--- config.mk ---
export PLATFORM = sky130hd
export DESIGN_NAME = wrp_queue
export DESIGN_NICKNAME = d
export VERILOG_FILES = /design/src/rtl/wrp_pkg.sv /design/src/rtl/wrp_queue.sv
export SDC_FILE = /design/constraint.sdc
export NUM_CORES = 1
export LEC_CHECK = 0
export BUFFER_PORTS_ARGS = -buffer_cell sky130_fd_sc_hd__buf_4
export CORE_MARGIN = 2
export CORE_UTILIZATION = 60
export CTS_CLUSTER_SIZE = 28
export DETAILED_ROUTE_END_ITERATION = 7
export GPL_ROUTABILITY_DRIVEN = 1
export GPL_TIMING_DRIVEN = 0
export HOLD_SLACK_MARGIN = 0.03
export PLACE_DENSITY = 0.83
export SLEW_MARGIN = 30
export SYNTH_ARGS = -nofsm -noshare
export SYNTH_HDL_FRONTEND = slang
export SYNTH_SLANG_ARGS = --single-unit
--- constraint.sdc ---
create_clock -name clk -period 10.78 [get_ports clk]
set_input_delay 0.539 -clock clk [delete_from_list [all_inputs] [get_ports clk]]
set_output_delay 0.539 -clock clk [all_outputs]
set_load 0.01 [all_outputs]
--- src/rtl/wrp_pkg.sv ---
// shared constants, types and the trig lookup of the wireframe rotate/project unit
package wrp_pkg;

  // angle and trig format
  localparam int ANGLE_STEPS    = 128;
  localparam int ANGLE_BITS     = $clog2(ANGLE_STEPS);
  localparam int QUARTER        = ANGLE_STEPS / 4;
  localparam int QIDX_BITS      = $clog2(QUARTER + 1);
  localparam int TRIG_FRAC_BITS = 14;

  // projection and scaling constants
  localparam int PERSP_OFFSET = 'h95;
  localparam int PERSP_DIV    = 'h90;
  localparam int LINE_SHIFT   = 8;
  localparam int LIN_DIV      = 1 << (LINE_SHIFT + TRIG_FRAC_BITS);

  // divider widths: magnitude of numerator, divisor, quotient
  localparam int NUM_W  = 56;
  localparam int DEN_W  = 40;
  localparam int NUMS_W = NUM_W + 1;
  localparam int DENS_W = DEN_W + 1;
  localparam int QUO_W  = 16;

  // command queue between front and back
  localparam int QUEUE_DEPTH = 4;

  // command codes on the input tuser
  localparam logic [1:0] KIND_PERSP  = 2'd0;
  localparam logic [1:0] KIND_LINEAR = 2'd1;
  localparam logic [1:0] KIND_LINE   = 2'd2;

  // quadrants of the angle index
  localparam logic [1:0] QUAD_0 = 2'd0;
  localparam logic [1:0] QUAD_1 = 2'd1;
  localparam logic [1:0] QUAD_2 = 2'd2;
  localparam logic [1:0] QUAD_3 = 2'd3;

  localparam logic signed [15:0] S16_MAX = 16'sh7fff;
  localparam logic signed [15:0] S16_MIN = 16'sh8000;

  // sine over the first quadrant, Q2.14, one entry per 1/128 turn
  localparam logic signed [15:0] SIN_Q [QUARTER+1] = '{
    16'sd0,     16'sd804,   16'sd1606,  16'sd2404,  16'sd3196,  16'sd3981,
    16'sd4756,  16'sd5520,  16'sd6270,  16'sd7005,  16'sd7723,  16'sd8423,
    16'sd9102,  16'sd9760,  16'sd10394, 16'sd11003, 16'sd11585, 16'sd12140,
    16'sd12665, 16'sd13160, 16'sd13623, 16'sd14053, 16'sd14449, 16'sd14811,
    16'sd15137, 16'sd15426, 16'sd15679, 16'sd15893, 16'sd16069, 16'sd16207,
    16'sd16305, 16'sd16364, 16'sd16384
  };

  // classified operation
  typedef enum logic [1:0] {
    OP_PERSP  = 2'd0,
    OP_LINEAR = 2'd1,
    OP_LINE   = 2'd2,
    OP_BAD    = 2'd3
  } op_t;

  typedef struct packed {
    logic signed [15:0] s;
    logic signed [15:0] c;
  } trig_t;

  // classified command as it sits in the queue
  typedef struct packed {
    op_t                op;
    logic signed [15:0] x;
    logic signed [15:0] y;
    logic signed [16:0] z;
    logic signed [15:0] scale;
    trig_t              rx;
    trig_t              ry;
    trig_t              rz;
    logic [16:0]        lmx;
    logic [16:0]        lmy;
    logic [16:0]        lmaj;
    logic               lnx;
    logic               lny;
    logic [15:0]        ldist;
  } cmd_t;

  // divide request: magnitudes and signs
  typedef struct packed {
    op_t              op;
    logic [NUM_W-1:0] nx;
    logic [NUM_W-1:0] ny;
    logic [DEN_W-1:0] d;
    logic             negx;
    logic             negy;
    logic             dzero;
    logic [15:0]      steps;
  } dreq_t;

  typedef struct packed {
    logic signed [15:0] x;
    logic signed [15:0] y;
    logic signed [15:0] steps;
    logic               fault;
  } res_t;

  typedef struct packed {
    logic full;
    logic empty;
  } queue_status_t;

  // sine and cosine of the negated angle
  function automatic trig_t trig_lookup(logic signed [15:0] angle);
    logic [ANGLE_BITS-1:0] idx;
    logic [1:0]            quad;
    logic [QIDX_BITS-1:0]  r;
    logic signed [15:0]    sv;
    logic signed [15:0]    cv;
    trig_t                 t;
    idx  = ANGLE_BITS'(-angle);
    quad = idx[ANGLE_BITS-1 -: 2];
    r    = QIDX_BITS'(idx[ANGLE_BITS-3:0]);
    sv   = SIN_Q[r];
    cv   = SIN_Q[QIDX_BITS'(QUARTER) - r];
    unique case (quad)
      QUAD_0: begin t.s = sv;  t.c = cv;  end
      QUAD_1: begin t.s = cv;  t.c = -sv; end
      QUAD_2: begin t.s = -sv; t.c = -cv; end
      QUAD_3: begin t.s = -cv; t.c = sv;  end
      default: begin t.s = sv; t.c = cv; end
    endcase
    return t;
  endfunction

endpackage

--- src/rtl/wrp_queue.sv ---
// short command queue between the front end and the back end
module wrp_queue #(
  parameter int DEPTH = wrp_pkg::QUEUE_DEPTH
) (
  input  logic                   clk,
  input  logic                   rst,
  input  logic                   push,
  input  wrp_pkg::cmd_t          wdata,
  input  logic                   pop,
  output wrp_pkg::cmd_t          rdata,
  output wrp_pkg::queue_status_t qstat
);
  import wrp_pkg::*;

  localparam int PW = (DEPTH > 1) ? $clog2(DEPTH) : 1;
  localparam int CW = $clog2(DEPTH + 1);

  cmd_t          mem [DEPTH];
  logic [PW-1:0] wptr, rptr;
  logic [CW-1:0] count;

  assign qstat.full  = (count == CW'(DEPTH));
  assign qstat.empty = (count == '0);
  assign rdata       = mem[rptr];

  // storage
  always_ff @(posedge clk) begin
    if (push) begin
      mem[wptr] <= wdata;
    end
  end

  // pointers and fill count
  always_ff @(posedge clk) begin
    if (rst) begin
      wptr  <= '0;
      rptr  <= '0;
      count <= '0;
    end else begin
      if (push) begin
        wptr <= (wptr == PW'(DEPTH - 1)) ? '0 : wptr + PW'(1);
      end
      if (pop) begin
        rptr <= (rptr == PW'(DEPTH - 1)) ? '0 : rptr + PW'(1);
      end
      if (push && !pop) begin
        count <= count + CW'(1);
      end else if (pop && !push) begin
        count <= count - CW'(1);
      end
    end
  end

endmodule

==> impl_metrics.prom <==
# TYPE chip_impl_metric gauge
chip_impl_info{name="tritoncts",value="built"} 1
chip_impl_metric{name="antenna_left",unit=""} 0
chip_impl_metric{name="cts.path.max_buffers",unit=""} 3
chip_impl_metric{name="die_width",unit="um"} 242
chip_impl_info{name="setup_crit_end_kind",value="output pin"} 1
chip_impl_metric{name="grt_first_pass_wirelength",unit="mm"} 112
chip_impl_metric{name="ios",unit=""} 470
chip_impl_metric{name="netlist_instances",unit=""} 1256
chip_impl_metric{name="post_cts_resized",unit=""} 0
chip_impl_metric{name="total_leakage_power",unit="nW"} 14.2
chip_impl_metric{name="slew_viol_final",unit=""} 0
chip_impl_metric{name="power_per_cell_area",unit="nW/um2"} 193
chip_impl_metric{name="overall_routed_net_length",unit="mm"} 76.3
chip_impl_metric{name="drc",unit=""} 0
chip_impl_metric{name="finalSetupViolations",unit=""} 0
chip_impl_metric{name="first_pass_iters",unit=""} 5
chip_impl_metric{name="design.core.area",unit="um2"} 56200
chip_impl_metric{name="gp_congestion",unit=""} 0.776
chip_impl_metric{name="post_route_cells_drive_above_1_share",unit=""} 0.473
chip_impl_metric{name="avgRoutedWirePerCell",unit="um"} 28.5
chip_impl_metric{name="die-height",unit="um"} 242
chip_impl_metric{name="synth.cell_area",unit="um2"} 33900
chip_impl_metric{name="via_count",unit=""} 16100
chip_impl_metric{name="initial_core_util",unit=""} 0.604
chip_impl_metric{name="worst_ep_required_time",unit="ns"} 10.24
chip_impl_metric{name="vdd_drop_max",unit="mV"} 0.185
chip_impl_metric{name="cap_violations",unit=""} 0
chip_impl_metric{name="grt_antenna_before_repair",unit=""} 6
chip_impl_info{name="timing.setup.critical_path_class",value="reg -> out"} 1
chip_impl_metric{name="routed_via_density",unit=""} 6.00
chip_impl_metric{name="synth.lib_cells_used.distinct",unit=""} 18
chip_impl_info{name="hp-class",value="in -> reg"} 1
chip_impl_metric{name="finalCritPeriodShare",unit=""} 0.293
chip_impl_metric{name="dpl-instance-area",unit="um2"} 39000
chip_impl_metric{name="max-slew-margin-rel",unit=""} 0.515
chip_impl_metric{name="cts-buffers-inserted",unit=""} 91
chip_impl_info{name="status",value="complete, no violations"} 1
chip_impl_metric{name="cts.sink_count",unit=""} 937
chip_impl_metric{name="final_design_area_no_fill",unit="um2"} 41800
chip_impl_metric{name="clk_latency",unit="ns"} 0.63
chip_impl_metric{name="hold_buffers",unit=""} 0
chip_impl_metric{name="final_period_minus_worst_setup_slack",unit="ns"} 3.16
chip_impl_metric{name="fin_nets",unit=""} 2085
chip_impl_metric{name="hold_viol",unit=""} 0
chip_impl_metric{name="postSynthRegisterBits",unit=""} 937
chip_impl_metric{name="post-cts-setup-buffers",unit=""} 0
chip_impl_metric{name="synthesis.yosys.warnings",unit=""} 0
chip_impl_metric{name="gr-total-overflow",unit=""} 0
chip_impl_info{name="setup.worst_path.start_class",value="register"} 1
chip_impl_metric{name="layout_setup_ws",unit="ns"} 7.62
chip_impl_info{name="worst_r2r_startpoint",value="wptr[0]"} 1
chip_impl_metric{name="placement.setup.worst_slack",unit="ns"} 7.81
chip_impl_metric{name="dp_hpwl",unit="mm"} 46.7
chip_impl_metric{name="whs",unit="ns"} 0.107
chip_impl_metric{name="drtIter0Drc",unit=""} 1327
chip_impl_metric{name="cts_htree_levels",unit=""} 3
chip_impl_metric{name="grt_start_max_net_pins",unit=""} 42
chip_impl_metric{name="fin_tns_setup",unit="ns"} 0
chip_impl_metric{name="globalRouteTotalUtil",unit=""} 0.264
chip_impl_metric{name="cts.clk_slew.worst_paths",unit="ns"} 0.06
chip_impl_metric{name="die-area",unit="um2"} 58400
chip_impl_info{name="rsz0062_at_grt",value="false"} 1
chip_impl_metric{name="finalClockSkew",unit="ns"} 0.0165
chip_impl_metric{name="number_of_global_route_vias_before_repair",unit=""} 17200
chip_impl_metric{name="synth_nets",unit=""} 1499
chip_impl_metric{name="worst_slew_pin_slew",unit="ns"} 0.728
chip_impl_metric{name="rows",unit=""} 87
chip_impl_metric{name="cp_data_arrival_time",unit="ns"} 2.62
chip_impl_info{name="hold_path_startpoint",value="wdata[41]"} 1
chip_impl_metric{name="flow.area_growth_from_synthesis",unit="%"} 23.3
chip_impl_info{name="ctsRootBufferMaster",value="sky130_fd_sc_hd__clkbuf_16"} 1
chip_impl_metric{name="synthesis.area_per_instance",unit="um2"} 27.0
chip_impl_metric{name="max_freq",unit="MHz"} 316
chip_impl_metric{name="register_area_share_after_synthesis",unit=""} 0.827
chip_impl_metric{name="count_of_input_and_output_buffers",unit=""} 469
chip_impl_metric{name="worstPathMaxFanout",unit=""} 10
routing by layer:
| layer | vias to the layer above | routed length (um) | track usage |
|---|---|---|---|
| li1 | 6663 | - | - |
| met3 | 134 | 6980 | 0.0704 |
| met2 | 774 | 40800 | 0.462 |
| met1 | 8505 | 26400 | 0.324 |
| met5 | - | 42 | 0 |
| met4 | 6 | 2120 | 0.0864 |
kinds of logic (layout without fill, tap and decap cells):
family	after synthesis	count (layout)	synth area share
AO/OA/AOI/OAI	3	3	0.000443
XOR/XNOR	2	2	0.000517
adder cells (fa/ha/maj)	7	7	0.00280
buffers and inverters	56	718	0.0118
flip-flops	937	937	0.827
multiplexers	236	236	0.155
other	0	6	0
AND/OR/NAND/NOR	15	15	0.00229
path summary, 6_finish.rpt:
kind	to	slack, ns	depth (start not counted)
max	rdata[130]	7.62	5
min	mem[3][41]	0.11	1
max reg2reg	mem[2][144]	8.42	6
min reg2reg	rptr[0]	0.58	2
area by class of cell:
| class | count | area, um2 |
|---|---|---|
| tap | 756 | 946 |
| multi-input combinational | 263 | 5480 |
| clock buffer | 111 | 2390 |
| fill | 2942 | 14300 |
| timing repair buffer | 493 | 4110 |
| sequential | 937 | 28000 |
| clock inverter | 58 | 432 |
| antenna | 6 | 15.0 |
| inverter | 4 | 15.0 |
| buffer | 52 | 385 |
report_power, final:
part           internal (mW)  switching, mW
clock network           1.71           1.31
logic                  0.405          0.418
registers               4.18         0.0427
stage by stage:
step                utilization  std cells  power [mW]
floorplan                     -       1256        4.70
global placement          0.683       2481        5.11
detailed placement        0.694       2505        5.11
CTS                       0.744       2674        8.12
global route              0.744       2677        8.29
finish                    0.745       2680        8.06
synthesized netlist by cell type:
cell type	number	area share
sky130_fd_sc_hd__mux4_2	232	0.15
sky130_fd_sc_hd__and2_1	4	0.00074
sky130_fd_sc_hd__edfxtp_1	928	0.82
sky130_fd_sc_hd__a21oi_1	2	0.00030
sky130_fd_sc_hd__fa_1	1	0.00059
sky130_fd_sc_hd__buf_6	21	0.0070
sky130_fd_sc_hd__o21ai_0	1	0.00015
sky130_fd_sc_hd__dfxtp_1	9	0.0053
sky130_fd_sc_hd__nor3_1	1	0.00015
sky130_fd_sc_hd__ha_1	6	0.0022
sky130_fd_sc_hd__or3_1	1	0.00018
sky130_fd_sc_hd__buf_2	25	0.0037
sky130_fd_sc_hd__xor2_1	2	0.00052
sky130_fd_sc_hd__nor3b_1	2	0.00044
sky130_fd_sc_hd__mux2i_1	4	0.0012
sky130_fd_sc_hd__clkbuf_1	6	0.00066
sky130_fd_sc_hd__inv_1	4	0.00044
sky130_fd_sc_hd__nor2_1	7	0.00077
flip-flops by register name, indices dropped and copies added (netlist names), named ones only:
name and flops:
rptr 2, wptr 2, mem 928, count 3
layout by cell type (no fill, tap or decap), types with 6 or more instances in the layout:
| cell | Yosys | routed |
|---|---|---|
| sky130_fd_sc_hd__clkbuf_16 | 0 | 93 |
| sky130_fd_sc_hd__clkinv_1 | 0 | 19 |
| sky130_fd_sc_hd__buf_16 | 0 | 14 |
| sky130_fd_sc_hd__mux4_2 | 232 | 232 |
| sky130_fd_sc_hd__clkinv_2 | 0 | 25 |
| sky130_fd_sc_hd__buf_4 | 0 | 469 |
| sky130_fd_sc_hd__clkbuf_1 | 6 | 23 |
| sky130_fd_sc_hd__buf_2 | 25 | 25 |
| sky130_fd_sc_hd__edfxtp_1 | 928 | 928 |
| sky130_fd_sc_hd__buf_12 | 0 | 10 |
| sky130_fd_sc_hd__dfxtp_1 | 9 | 9 |
| sky130_fd_sc_hd__ha_1 | 6 | 6 |
| sky130_fd_sc_hd__nor2_1 | 7 | 7 |
| sky130_fd_sc_hd__diode_2 | 0 | 6 |
| sky130_fd_sc_hd__buf_6 | 21 | 21 |
critical path, cell delays in order (launching register included):
cell and delay [ns]:
sky130_fd_sc_hd__dfxtp_1 0.32, sky130_fd_sc_hd__buf_2 0.25, sky130_fd_sc_hd__clkbuf_2 0.45, sky130_fd_sc_hd__buf_2 0.38
sky130_fd_sc_hd__mux4_2 0.40, sky130_fd_sc_hd__buf_4 0.17
No activity file was read; power rests on OpenSTA's default activity.
